**src/rtl/lbp_pkg.sv**
```systemverilog
`default_nettype none
// ----------------------------------------------------------------------------
// lbp_pkg
// Shared types and constants of the LSB-first bit packer.
// ----------------------------------------------------------------------------
package lbp_pkg;

   localparam int BYTE_W   = 8;   // bits in one output word
   localparam int PEND_W   = 7;   // most bits that can wait between items
   localparam int CODE_W   = 32;  // bits carried by code_value
   localparam int CLEN_W   = 6;   // bits carried by code_length
   localparam int REQ_W    = 40;  // request tdata, padded to whole bytes

   localparam logic OP_PUT   = 1'b0;
   localparam logic OP_FLUSH = 1'b1;

   typedef enum logic {
      ST_IDLE,
      ST_EMIT
   } lbp_state_type;

   // controller -> datapath
   typedef struct packed {
      logic load;   // take the accepted request into the accumulator
      logic emit;   // move the low byte into the output register
   } lbp_cmd_type;

   // datapath -> controller
   typedef struct packed {
      logic load_full;  // the request on the port completes at least one byte
      logic pend_full;  // the accumulator holds at least one whole byte
      logic last_byte;  // the byte at the bottom is the final one of the item
      logic out_free;   // the output register can take a byte this cycle
   } lbp_sts_type;

endpackage
`default_nettype wire

```
**src/rtl/lsb_first_bit_packer.sv**
```systemverilog
`default_nettype none
// ----------------------------------------------------------------------------
// lsb_first_bit_packer
// Packs variable-length codes into bytes, least significant bit first.
//
// Request channel (req_): tuser selects put (0) or flush (1); tdata carries
// the code value and its bit count. A put appends the low code_length bits
// (clipped to MAX_CODE_BITS) above the pending bits; a flush sends the
// pending partial byte, zero-padded, and clears it.
// Response channel (rsp_): one packed byte per word, tlast on the final
// byte produced by a request.
// Timing: a request is taken in the idle state; each completed byte is then
// moved to the output register by the drain loop, at most four per item at
// the default width. The first byte is registered after the accumulator has
// taken the request. Requests that complete no byte leave the sequencer idle.
// The drain loop holds when rsp_tready is low and the output register is
// full; req_tready stays low until the last byte of the item is registered,
// and a new request may then enter while that byte still waits.
// Reset clears the pending bits and the output register.
// ----------------------------------------------------------------------------
module lsb_first_bit_packer #(
   parameter int MAX_CODE_BITS = 32
) (
   input  wire                             clock,
   input  wire                             reset,
   input  wire                             req_tvalid,
   output logic                            req_tready,
   input  wire [lbp_pkg::REQ_W-1:0]        req_tdata,   // code_value, code_length
   input  wire                             req_tuser,   // opcode
   output logic                            rsp_tvalid,
   input  wire                             rsp_tready,
   output logic [lbp_pkg::BYTE_W-1:0]      rsp_tdata,   // out_byte
   output logic                            rsp_tlast
);

   lbp_pkg::lbp_cmd_type cmd;
   lbp_pkg::lbp_sts_type sts;

   logic [lbp_pkg::CODE_W-1:0] code_value;
   logic [lbp_pkg::CLEN_W-1:0] code_length;

   assign code_value  = req_tdata[lbp_pkg::CODE_W-1:0];
   assign code_length = req_tdata[lbp_pkg::CODE_W +: lbp_pkg::CLEN_W];

   lbp_ctrl u_ctrl (
      .clock      (clock),
      .reset      (reset),
      .req_tvalid (req_tvalid),
      .req_tready (req_tready),
      .sts        (sts),
      .cmd        (cmd)
   );

   lbp_datapath #(
      .MAX_CODE_BITS (MAX_CODE_BITS)
   ) u_datapath (
      .clock       (clock),
      .reset       (reset),
      .opcode      (req_tuser),
      .code_value  (code_value),
      .code_length (code_length),
      .cmd         (cmd),
      .sts         (sts),
      .rsp_tready  (rsp_tready),
      .rsp_tvalid  (rsp_tvalid),
      .rsp_tdata   (rsp_tdata),
      .rsp_tlast   (rsp_tlast)
   );

   a_load_emit_excl: assert property (@(posedge clock) disable iff (reset)
      !(cmd.load && cmd.emit))
      else $error("load and emit in the same cycle");

   a_emit_whole: assert property (@(posedge clock) disable iff (reset)
      cmd.emit |-> sts.pend_full)
      else $error("byte emitted without eight pending bits");

   a_idle_partial: assert property (@(posedge clock) disable iff (reset)
      req_tready |-> !sts.pend_full)
      else $error("whole byte left behind when taking a request");

   a_emit_shows: assert property (@(posedge clock) disable iff (reset)
      cmd.emit |=> rsp_tvalid)
      else $error("emitted byte not presented");

endmodule
`default_nettype wire

```
**src/rtl/lbp_ctrl.sv**
```systemverilog
`default_nettype none
// ----------------------------------------------------------------------------
// lbp_ctrl
// Sequencer of the bit packer: accepts one request, then drains whole bytes.
// ----------------------------------------------------------------------------
module lbp_ctrl (
   input  wire                  clock,
   input  wire                  reset,
   input  wire                  req_tvalid,
   output logic                 req_tready,
   input  lbp_pkg::lbp_sts_type sts,
   output lbp_pkg::lbp_cmd_type cmd
);

   lbp_pkg::lbp_state_type state_ff, state_in;

   always_ff @(posedge clock) begin
      if (reset) begin
         state_ff <= lbp_pkg::ST_IDLE;
      end else begin
         state_ff <= state_in;
      end
   end

   always_comb begin
      state_in   = state_ff;
      req_tready = 1'b0;
      cmd        = '0;
      case (state_ff)
         lbp_pkg::ST_IDLE: begin
            req_tready = 1'b1;
            cmd.load   = req_tvalid;
            if (req_tvalid && sts.load_full) begin
               state_in = lbp_pkg::ST_EMIT;
            end
         end
         lbp_pkg::ST_EMIT: begin
            // advance one byte whenever the output register has room
            cmd.emit = sts.out_free;
            if (sts.out_free && sts.last_byte) begin
               state_in = lbp_pkg::ST_IDLE;
            end
         end
         default: begin
            state_in = lbp_pkg::ST_IDLE;
         end
      endcase
   end

endmodule
`default_nettype wire

```
**src/rtl/lbp_datapath.sv**
```systemverilog
`default_nettype none
// ----------------------------------------------------------------------------
// lbp_datapath
// Bit accumulator, bit counter and output word register of the bit packer.
// ----------------------------------------------------------------------------
module lbp_datapath #(
   parameter int MAX_CODE_BITS = 32
) (
   input  wire                              clock,
   input  wire                              reset,
   input  wire                              opcode,
   input  wire [lbp_pkg::CODE_W-1:0]        code_value,
   input  wire [lbp_pkg::CLEN_W-1:0]        code_length,
   input  lbp_pkg::lbp_cmd_type             cmd,
   output lbp_pkg::lbp_sts_type             sts,
   input  wire                              rsp_tready,
   output logic                             rsp_tvalid,
   output logic [lbp_pkg::BYTE_W-1:0]       rsp_tdata,
   output logic                             rsp_tlast
);

   localparam int ACC_W = MAX_CODE_BITS + lbp_pkg::PEND_W;
   localparam int CNT_W = $clog2(ACC_W + 1);
   localparam int LEN_W = lbp_pkg::CLEN_W + 1;

   logic [ACC_W-1:0]            acc_ff, acc_in;
   logic [CNT_W-1:0]            total_ff, total_in;
   logic                        valid_ff, valid_in;
   logic [lbp_pkg::BYTE_W-1:0]  byte_ff, byte_in;
   logic                        last_ff, last_in;

   logic [LEN_W-1:0]            len_ext;
   logic [LEN_W-1:0]            len_clip;
   logic [CNT_W-1:0]            len_sat;
   logic [lbp_pkg::CODE_W-1:0]  val_masked;
   logic [ACC_W-1:0]            val_shifted;
   logic [CNT_W-1:0]            put_total;
   logic [CNT_W-1:0]            remain;
   logic [2:0]                  pend_cnt;

   assign pend_cnt = total_ff[2:0];
   assign len_ext  = {1'b0, code_length};

   always_comb begin
      // clip overlong codes, then clear bits above the length
      if (len_ext > LEN_W'(MAX_CODE_BITS)) begin
         len_clip = LEN_W'(MAX_CODE_BITS);
      end else begin
         len_clip = len_ext;
      end
      len_sat = CNT_W'(len_clip);
      if (len_clip >= LEN_W'(lbp_pkg::CODE_W)) begin
         val_masked = code_value;
      end else begin
         val_masked = code_value & ~({lbp_pkg::CODE_W{1'b1}} << len_clip[4:0]);
      end
      val_shifted = ACC_W'(val_masked) << pend_cnt;
      put_total   = CNT_W'(pend_cnt) + len_sat;
      remain      = total_ff - CNT_W'(lbp_pkg::BYTE_W);
   end

   always_comb begin
      if (opcode == lbp_pkg::OP_PUT) begin
         sts.load_full = (put_total >= CNT_W'(lbp_pkg::BYTE_W));
      end else begin
         sts.load_full = (pend_cnt != 3'd0);
      end
      sts.pend_full = (total_ff >= CNT_W'(lbp_pkg::BYTE_W));
      sts.last_byte = (remain < CNT_W'(lbp_pkg::BYTE_W));
      sts.out_free  = !valid_ff || rsp_tready;
   end

   always_comb begin
      acc_in   = acc_ff;
      total_in = total_ff;
      valid_in = valid_ff && !rsp_tready;
      byte_in  = byte_ff;
      last_in  = last_ff;
      if (cmd.load) begin
         if (opcode == lbp_pkg::OP_PUT) begin
            acc_in   = acc_ff | val_shifted;
            total_in = put_total;
         end else if (pend_cnt != 3'd0) begin
            // pending bits above the count are zero: pad to a full word
            total_in = CNT_W'(lbp_pkg::BYTE_W);
         end
      end else if (cmd.emit) begin
         acc_in   = acc_ff >> lbp_pkg::BYTE_W;
         total_in = remain;
         valid_in = 1'b1;
         byte_in  = acc_ff[lbp_pkg::BYTE_W-1:0];
         last_in  = sts.last_byte;
      end
   end

   always_ff @(posedge clock) begin
      if (reset) begin
         acc_ff   <= '0;
         total_ff <= '0;
         valid_ff <= 1'b0;
      end else begin
         acc_ff   <= acc_in;
         total_ff <= total_in;
         valid_ff <= valid_in;
      end
   end

   always_ff @(posedge clock) begin
      byte_ff <= byte_in;
      last_ff <= last_in;
   end

   assign rsp_tvalid = valid_ff;
   assign rsp_tdata  = byte_ff;
   assign rsp_tlast  = last_ff;

endmodule
`default_nettype wire
```
**config.mk**
```make
export PLATFORM = sky130hd
export DESIGN_NAME = lsb_first_bit_packer
export DESIGN_NICKNAME = d
export VERILOG_FILES = /design/src/rtl/lbp_pkg.sv /design/src/rtl/lsb_first_bit_packer.sv /design/src/rtl/lbp_ctrl.sv /design/src/rtl/lbp_datapath.sv
export SDC_FILE = /design/constraint.sdc
export NUM_CORES = 1
export LEC_CHECK = 0
export BUFFER_PORTS_ARGS = -buffer_cell sky130_fd_sc_hd__buf_2
export CAP_MARGIN = 10
export CORE_ASPECT_RATIO = 0.6
export CORE_MARGIN = 10
export CORE_UTILIZATION = 44
export DETAILED_ROUTE_END_ITERATION = 7
export PLACE_DENSITY_LB_ADDON = 0.12
export SLEW_MARGIN = 10
export SYNTH_ARGS = -nofsm -noshare
export SYNTH_HDL_FRONTEND = slang
export SYNTH_SLANG_ARGS = --single-unit
```
**constraint.sdc**
```tcl
create_clock -name clock -period 2.8 [get_ports clock]
set_input_delay 0.42 -clock clock [delete_from_list [all_inputs] [get_ports clock]]
set_output_delay 0.42 -clock clock [all_outputs]
set_load 0.01 [all_outputs]
```
==> load_flow_metrics.sql, run 1 <==
INSERT INTO impl_metrics (metric_group, metric, value, unit) VALUES
('timing', 'final_min_period_over_clock_period', '0.818', ''),
('logic_synthesis', 'netlist-cell-type-count', '75', ''),
('global_routing', 'grt_pass1_wl', '22900', 'µm'),
('clocking', 'clock_sinks', '56', ''),
('global_routing', 'first_global_vias', '4278', ''),
('timing', 'clock_skew', '0.00498', 'ns'),
('final_layout', 'n_fill_cell', '931', ''),
('pwr', 'power_density', '473', 'mW/mm²'),
('clocking', 'post-cts-setup-buffers', '0', ''),
('clocking', 'clock_insertion_delay_worst_skew', '0.30', 'ns'),
('logic_synthesis', 'synth-warning-count', '0', ''),
('drt', 'detail_route.wirelength', '14200', 'µm'),
('setup_path', 'worstPathCellList', 'buf_2 > nor2b_1 > ha_1 > inv_1 > fa_1 > nor2b_1 > o21ai_0 > xor2_1 > o32ai_1 > nor2_1 > a211oi_1', ''),
('timing', 'fin_hold_ws', '0.447', 'ns'),
('place', 'dp.final_hpwl', '10800', 'µm'),
('setup_path', 'critPathMaxFanout', '18', ''),
('timing', 'worst_slew_margin_rel', '0.533', ''),
('timing', 'fmax', '0.437', 'GHz'),
('pwr', 'p_leak', '1.80', 'nW'),
('die', 'die_height', '95.3', 'µm'),
('drt', 'vias_per_cell', '6.26', ''),
('pwr', 'power_frac_seq', '0.423', ''),
('place', 'gp_congestion', '0.943', ''),
('logic_synthesis', 'synth.top_cells.by_area', 'sky130_fd_sc_hd__dfxtp_1, sky130_fd_sc_hd__edfxtp_1, sky130_fd_sc_hd__a21oi_1', ''),
('final_layout', 'diodes', '0', ''),
('pwr', 'p_sw_frac', '0.339', ''),
('die', 'ioPinCount', '56', ''),
('setup_path', 'endpoint_kind', 'flip-flop', ''),
('min_path', 'min_to', 'u_datapath.rsp_tdata[1]', ''),
('timing', 'layout_setup_ws', '0.511', 'ns'),
('global_routing', 'grt_start_max_net_pins', '50', ''),
('setup_path', 'worstPathArrival', '2.51', 'ns'),
('pwr', 'p_int', '1.47', 'mW'),
('die', 'rows', '27', ''),
('status', 'outcome', 'complete, no violations', ''),
('setup_path', 'timing.critical_path.slowest_stage_cell', 'sky130_fd_sc_hd__fa_1', ''),
('min_path', 'worstHoldPathType', 'flip-flop to flip-flop', ''),
('logic_synthesis', 'synth.top_cell.area_share', '0.226', ''),
('pwr', 'power_frac_clock', '0.298', ''),
('logic_synthesis', 'synth_seq_cells', '56', ''),
('min_path', 'hold_start', 'u_datapath.acc_ff[1]', ''),
('clocking', 'post_cts_resize_count', '0', ''),
('timing', 'worstMarginPinSlew', '0.683', 'ns'),
('final_layout', 'register_area', '0.00121', 'mm²'),
('drt', 'drt-pass1-iter-count', '5', ''),
('global_routing', 'antenna_violations_before_repair', '1', ''),
('run', 'max_cap_viol_count', '0', ''),
('die', 'die_area', '0.0139', 'mm²'),
('drt', 'final_antenna_net_count', '0', ''),
('setup_path', 'crit_family', 'adder cells', ''),
('clocking', 'clk_transition_reported_paths', '0.08', 'ns'),
('pwr', 'vdd_drop_max', '0.282', 'mV'),
('logic_synthesis', 'synthDominantAreaCellType', 'sky130_fd_sc_hd__dfxtp_1', ''),
('setup_path', 'rr_endpoint', 'u_datapath.acc_ff[23]', ''),
('die', 'design.core.area', '0.00919', 'mm²'),
('clocking', 'ctsHoldBuffers', '0', ''),
('place', 'pre_cts_ws', '0.221', 'ns'),
('drt', 'dr_total_vias', '4375', ''),
('drt', 'route.detailed.drc', '0', ''),
('logic_synthesis', 'synth_edf_count', '9', ''),
('timing', 'fin_crit', '2.29', 'ns'),
('logic_synthesis', 'synthCells', '532', ''),
('setup_path', 'ff2ff_path_depth', '7', ''),
('logic_synthesis', 'synth.cells.most_frequent', 'sky130_fd_sc_hd__nand2_1, sky130_fd_sc_hd__nor2_1, sky130_fd_sc_hd__dfxtp_1', ''),
('final_layout', 'fraction_of_final_layout_cells_with_drive_strength_greater_than_1', '0.183', ''),
('die', 'initial_utilization', '0.452', ''),
('pwr', 'design_power_total', '2.23', 'mW'),
('pwr', 'pwr-share-comb', '0.279', ''),
('final_layout', 'multiInputGateArea', '0.00267', 'mm²'),
('pwr', 'p_sw', '0.755', 'mW'),
('clocking', 'tritoncts_clock_tree', 'yes', '');
[state kept, by name, summed over array words and instances, names as in the netlist]
signal,count
u_datapath.rsp_tvalid,1
u_datapath.rsp_tdata,8
u_datapath.acc_ff,39
u_datapath.rsp_tlast,1
u_ctrl.state_ff,1
u_datapath.total_ff,6
[final cells by class]
| cell class | instances | area share |
|---|---|---|
| tap | 130 | 0.0345 |
| multi-input combinational | 412 | 0.566 |
| clock inverter | 3 | 0.00558 |
| timing repair buffer | 77 | 0.0972 |
| sequential | 56 | 0.257 |
| inverter | 16 | 0.0127 |
| clock buffer | 5 | 0.0266 |
[logic make-up after synthesis]
group / share of synthesized area
AOI/OAI and AO/OA: 0.340
buffers and inverters: 0.0671
and+or+nand+nor: 0.213
muxes: 0.0659
DFF: 0.291
adders and majority gates: 0.0169
xor gates and xnor gates: 0.00632
[worst register-to-register path: cells and delay by family, from the launching register on]
| family | cells | cell delay [ns] |
|---|---|---|
| AOI/OAI and AO/OA | 4 | 0.91 |
| buffers and inverters | 2 | 0.39 |
| DFF | 1 | 0.59 |
| and+or+nand+nor | 1 | 0.23 |
[worst max path at each step]
stage / from / to / cells past startpoint
floorplan: req_tdata[37] / u_datapath.total_ff[4] / 13
global placement: req_tdata[37] / u_datapath.total_ff[4] / 11
detailed placement: req_tdata[37] / u_datapath.total_ff[4] / 11
CTS: req_tdata[37] / u_datapath.total_ff[4] / 11
global route: req_tdata[37] / u_datapath.total_ff[4] / 11
finish: req_tdata[37] / u_datapath.total_ff[4] / 11
[routing by layer]
layer  share of wire  up-vias  GRT usage
li1                -     2094          -
met1            0.47     2113      0.276
met2            0.45      156      0.321
met3           0.079       10     0.0473
met4          0.0055        2     0.0360
met5         0.00091        -          0
[through the flow]
stage / util / cells / area (µm²)
finish: 0.513 / 699 / 4710
detailed placement: 0.496 / 691 / 4560
global route: 0.513 / 699 / 4710
floorplan: - / 532 / 4160
global placement: 0.496 / 691 / 4560
CTS: 0.513 / 699 / 4710
[cell usage in the layout (no fill, tap or decap), drive strengths merged, types with 7 or more instances in the layout]
| master | synthesis | routed |
|---|---|---|
| buf | 24 | 77 |
| nand2 | 52 | 52 |
| o211ai | 10 | 10 |
| a21oi | 39 | 39 |
| o21ai | 34 | 34 |
| nor4 | 11 | 11 |
| nand3 | 8 | 8 |
| nor2b | 8 | 8 |
| a2111oi | 8 | 8 |
| nor3 | 18 | 18 |
| dfxtp | 47 | 47 |
| o221ai | 7 | 7 |
| o21a | 9 | 9 |
| nor2 | 51 | 51 |
| a21o | 8 | 8 |
| and3 | 9 | 9 |
| a211oi | 7 | 7 |
| mux2i | 18 | 18 |
| o22ai | 10 | 10 |
| edfxtp | 9 | 9 |
| a31oi | 8 | 8 |
| inv | 15 | 17 |
[power groups by stage]
stage | sequential (mW) | clock (mW) | combinational (mW)
4_1_cts | 0.942 | 0.671 | 0.614
2_1_floorplan | 0.948 | 0 | 0.411
6_report | 0.943 | 0.665 | 0.621
3_5_place_dp | 0.960 | 0 | 0.609
5_1_grt | 0.951 | 0.712 | 0.685
3_3_place_gp | 0.958 | 0 | 0.598
No activity file was read; power rests on OpenSTA's default activity.
==> run 2, diff against run 1 <==
Clock period 2.8 ns to 1.93 ns, I/O delays scaled along.
==> run 2 against run 1 <==
Compared with the run above:
- cell area increased by 16%
- first-iteration DRC count decreased by 4.8%
- cell count increased by 10%
- routed wire length increased by 2.1%
- clock power increased by 41%
- highest routed layer is now met4
- sequential share of layout area decreased by 3.5 points
- largest cell class unchanged
- count of clock-buffer cells in the layout unchanged
- global-route usage increased by 0.28 points
- setup slack got worse by 0.49 ns
- combinational power increased by 72%
- die area unchanged
- register-to-register slack got worse by 0.53 ns
==> load_flow_metrics.sql, run 2 (same netlist as run 1, synthesis figures left out) <==
INSERT INTO impl_metrics (metric_group, metric, value, unit) VALUES
('status', 'outcome', 'complete, no violations', ''),
('clocking', 'cts-htree-levels', '2', ''),
('drt', 'vias_per_cell', '6.07', ''),
('die', 'ioPinCount', '56', ''),
('drt', 'drt_first_iter_violations', '440', ''),
('place', 'numPlacedInstances', '760', ''),
('final_layout', 'fraction_of_final_layout_cells_with_drive_strength_greater_than_1', '0.319', ''),
('setup_path', 'ff2ff_path_depth', '9', ''),
('setup_path', 'critPathMaxFanout', '3', ''),
('clocking', 'clock_sinks', '56', ''),
('setup_path', 'critPathLaunchType', 'flip-flop', ''),
('drt', 'met3_wl', '1120', 'µm'),
('place', 'dp.final_hpwl', '11400', 'µm'),
('final_layout', 'layout.nets', '688', ''),
('pwr', 'power_density', '618', 'mW/mm²'),
('final_layout', 'layout.cells.most_common', 'sky130_fd_sc_hd__buf_4', ''),
('final_layout', 'regMostFlops', 'u_datapath.acc_ff', ''),
('pwr', 'design_power_total', '3.38', 'mW'),
('timing', 'hold_violations', '0', ''),
('setup_path', 'crit_type', 'flip-flop to flip-flop', ''),
('setup_path', 'worstPathCellList', 'ha_4 > inv_2 > fa_2 > nor2b_4 > o21ai_2 > xor2_1 > o32ai_2 > nor2_1 > a211oi_1', ''),
('setup_path', 'crit_start', 'u_datapath.total_ff[0]', ''),
('die', 'design.core.area', '0.00919', 'mm²'),
('timing', 'fin_crit', '1.91', 'ns'),
('setup_path', 'rrSetupSlack', '0.02', 'ns'),
('global_routing', 'grt.total_usage', '0.204', ''),
('timing', 'clock_skew', '0.00752', 'ns'),
('timing', 'fin_setup_tns', '0', 'ns'),
('setup_path', 'worstPathArrival', '2.13', 'ns'),
('global_routing', 'grt_start_max_net_pins', '25', ''),
('die', 'initial_utilization', '0.452', ''),
('clocking', 'cts.path.max_buffers', '2', ''),
('final_layout', 'synthToLayoutAreaGrowth', '31.5', '%'),
('final_layout', 'stdcell_count', '769', ''),
('setup_path', 'crit_required', '2.15', 'ns'),
('setup_path', 'critical_path.reg2reg.startpoint', 'u_datapath.total_ff[0]', ''),
('die', 'die_area', '0.0139', 'mm²'),
('drt', 'wl_met2', '6470', 'µm'),
('final_layout', 'most_frequent_cells_in_the_layout', 'sky130_fd_sc_hd__buf_4, sky130_fd_sc_hd__nand2_1, sky130_fd_sc_hd__buf_2', ''),
('setup_path', 'endpoint', 'u_datapath.total_ff[4]', ''),
('timing', 'worst_slew_margin_rel', '0.655', ''),
('clocking', 'root_buffer', 'sky130_fd_sc_hd__clkbuf_16', ''),
('setup_path', 'endpoint_kind', 'flip-flop', ''),
('clocking', 'clock_buffer_count_from_cts', '5', ''),
('drt', 'route.detailed.drc', '0', ''),
('drt', 'wl_per_cell', '18.9', 'µm'),
('setup_path', 'timing.critical_path.slowest_stage_cell', 'sky130_fd_sc_hd__dfxtp_4', ''),
('global_routing', 'grt_remaining_overflow', '0', ''),
('setup_path', 'rr_endpoint', 'u_datapath.total_ff[4]', ''),
('place', 'numPortBuffers', '53', ''),
('final_layout', 'diodes', '0', ''),
('clocking', 'clk_transition_reported_paths', '0.07', 'ns'),
('drt', 'dr_total_vias', '4671', ''),
('place', 'gp_congestion', '0.926', ''),
('global_routing', 'first_global_vias', '4429', ''),
('drt', 'final_antenna_net_count', '0', ''),
('timing', 'rsz_0062_raised_after_global_routing', 'true', ''),
('place', 'pre_cts_ws', '-0.266', 'ns'),
('global_routing', 'grt_pass1_wl', '23300', 'µm'),
('drt', 'met1_length', '6850', 'µm'),
('timing', 'setup_viol_count_final', '0', ''),
('drt', 'maxUsedRoutingLayer', 'met4', ''),
('pwr', 'p_leak', '2.18', 'nW'),
('pwr', 'vdd_drop_max', '0.407', 'mV'),
('drt', 'detail_route.wirelength', '14500', 'µm'),
('min_path', 'worstHoldPathType', 'input pin to flip-flop', ''),
('timing', 'finalMaxSlewViolations', '0', ''),
('drt', 'drt-pass1-iter-count', '5', ''),
('timing', 'layout_setup_ws', '0.0182', 'ns'),
('final_layout', 'final_core_util', '0.595', ''),
('final_layout', 'largest_reg_flops', '39', ''),
('clocking', 'tritoncts_clock_tree', 'yes', ''),
('die', 'die_height', '95.3', 'µm'),
('timing', 'worstMarginPinSlew', '0.517', 'ns'),
('setup_path', 'peak_per_stage_delay_on_the_critical_path', '0.38', 'ns'),
('global_routing', 'antenna_violations_before_repair', '0', ''),
('die', 'rows', '27', ''),
('timing', 'final_min_period_over_clock_period', '0.991', ''),
('die', 'fp.dieW', '145', 'µm'),
('run', 'max_cap_viol_count', '0', ''),
('clocking', 'clock_insertion_delay_worst_skew', '0.30', 'ns'),
('timing', 'fmax', '0.523', 'GHz');
run 2: stage by stage:
step	area (µm²)	hold WS, ns
floorplan	4230	0.409
global placement	5150	0.427
global route	5470	0.387
CTS	5320	0.370
finish	5470	0.375
detailed placement	5150	0.432
run 2: worst max-delay path: cells and delay by family (launching register included):
kind	cells	cell delay [ns]
flops	1	0.38
compound gates	3	0.53
buf+inv	1	0.04
simple gates	2	0.21
xor+xnor	1	0.15
fa+ha+maj	2	0.52
run 2: where the power goes:
group | total, mW | switching [mW] | leakage [nW] | internal (mW)
combinational | 1.07 | 0.593 | 1.63 | 0.480
sequential | 1.37 | 0.0741 | 0.472 | 1.29
clock | 0.939 | 0.448 | 0.0744 | 0.491
run 2: cell type report:
class | instances | area [µm²]
clock buffer | 5 | 125
clock inverter | 3 | 26.3
fill | 846 | 3720
inverter | 16 | 71.3
multi-input combinational | 412 | 2830
sequential | 56 | 1210
tap | 130 | 163
timing repair buffer | 147 | 1040
run 2: what timing repair did:
item,CTS,global route
hold buffers,0,0
pin swaps,1,5
resized for setup,5,35
buffers inserted,1,0
endpoints found under the setup margin,4,19
run 2: routing by layer:
| metal | GRT usage | up-vias |
|---|---|---|
| li1 | - | 2247 |
| met1 | 0.288 | 2224 |
| met2 | 0.322 | 185 |
| met3 | 0.0421 | 15 |
| met4 | 0.0285 | 0 |
| met5 | 0 | - |
run 2: how the worst min path moves through the flow:
| stage | startpoint | endpoint | depth (start not counted) | slack, ns |
|---|---|---|---|---|
| final | rsp_tready | u_datapath.rsp_tvalid | 3 | 0.38 |
| after global placement | u_datapath.acc_ff[1] | u_datapath.rsp_tdata[1] | 0 | 0.43 |
| after floorplan | u_datapath.acc_ff[0] | u_datapath.rsp_tdata[0] | 0 | 0.41 |
| after detailed placement | u_datapath.acc_ff[1] | u_datapath.rsp_tdata[1] | 0 | 0.43 |
| after global routing | reset | u_datapath.total_ff[1] | 2 | 0.39 |
| after CTS | req_tuser | u_datapath.total_ff[0] | 3 | 0.37 |
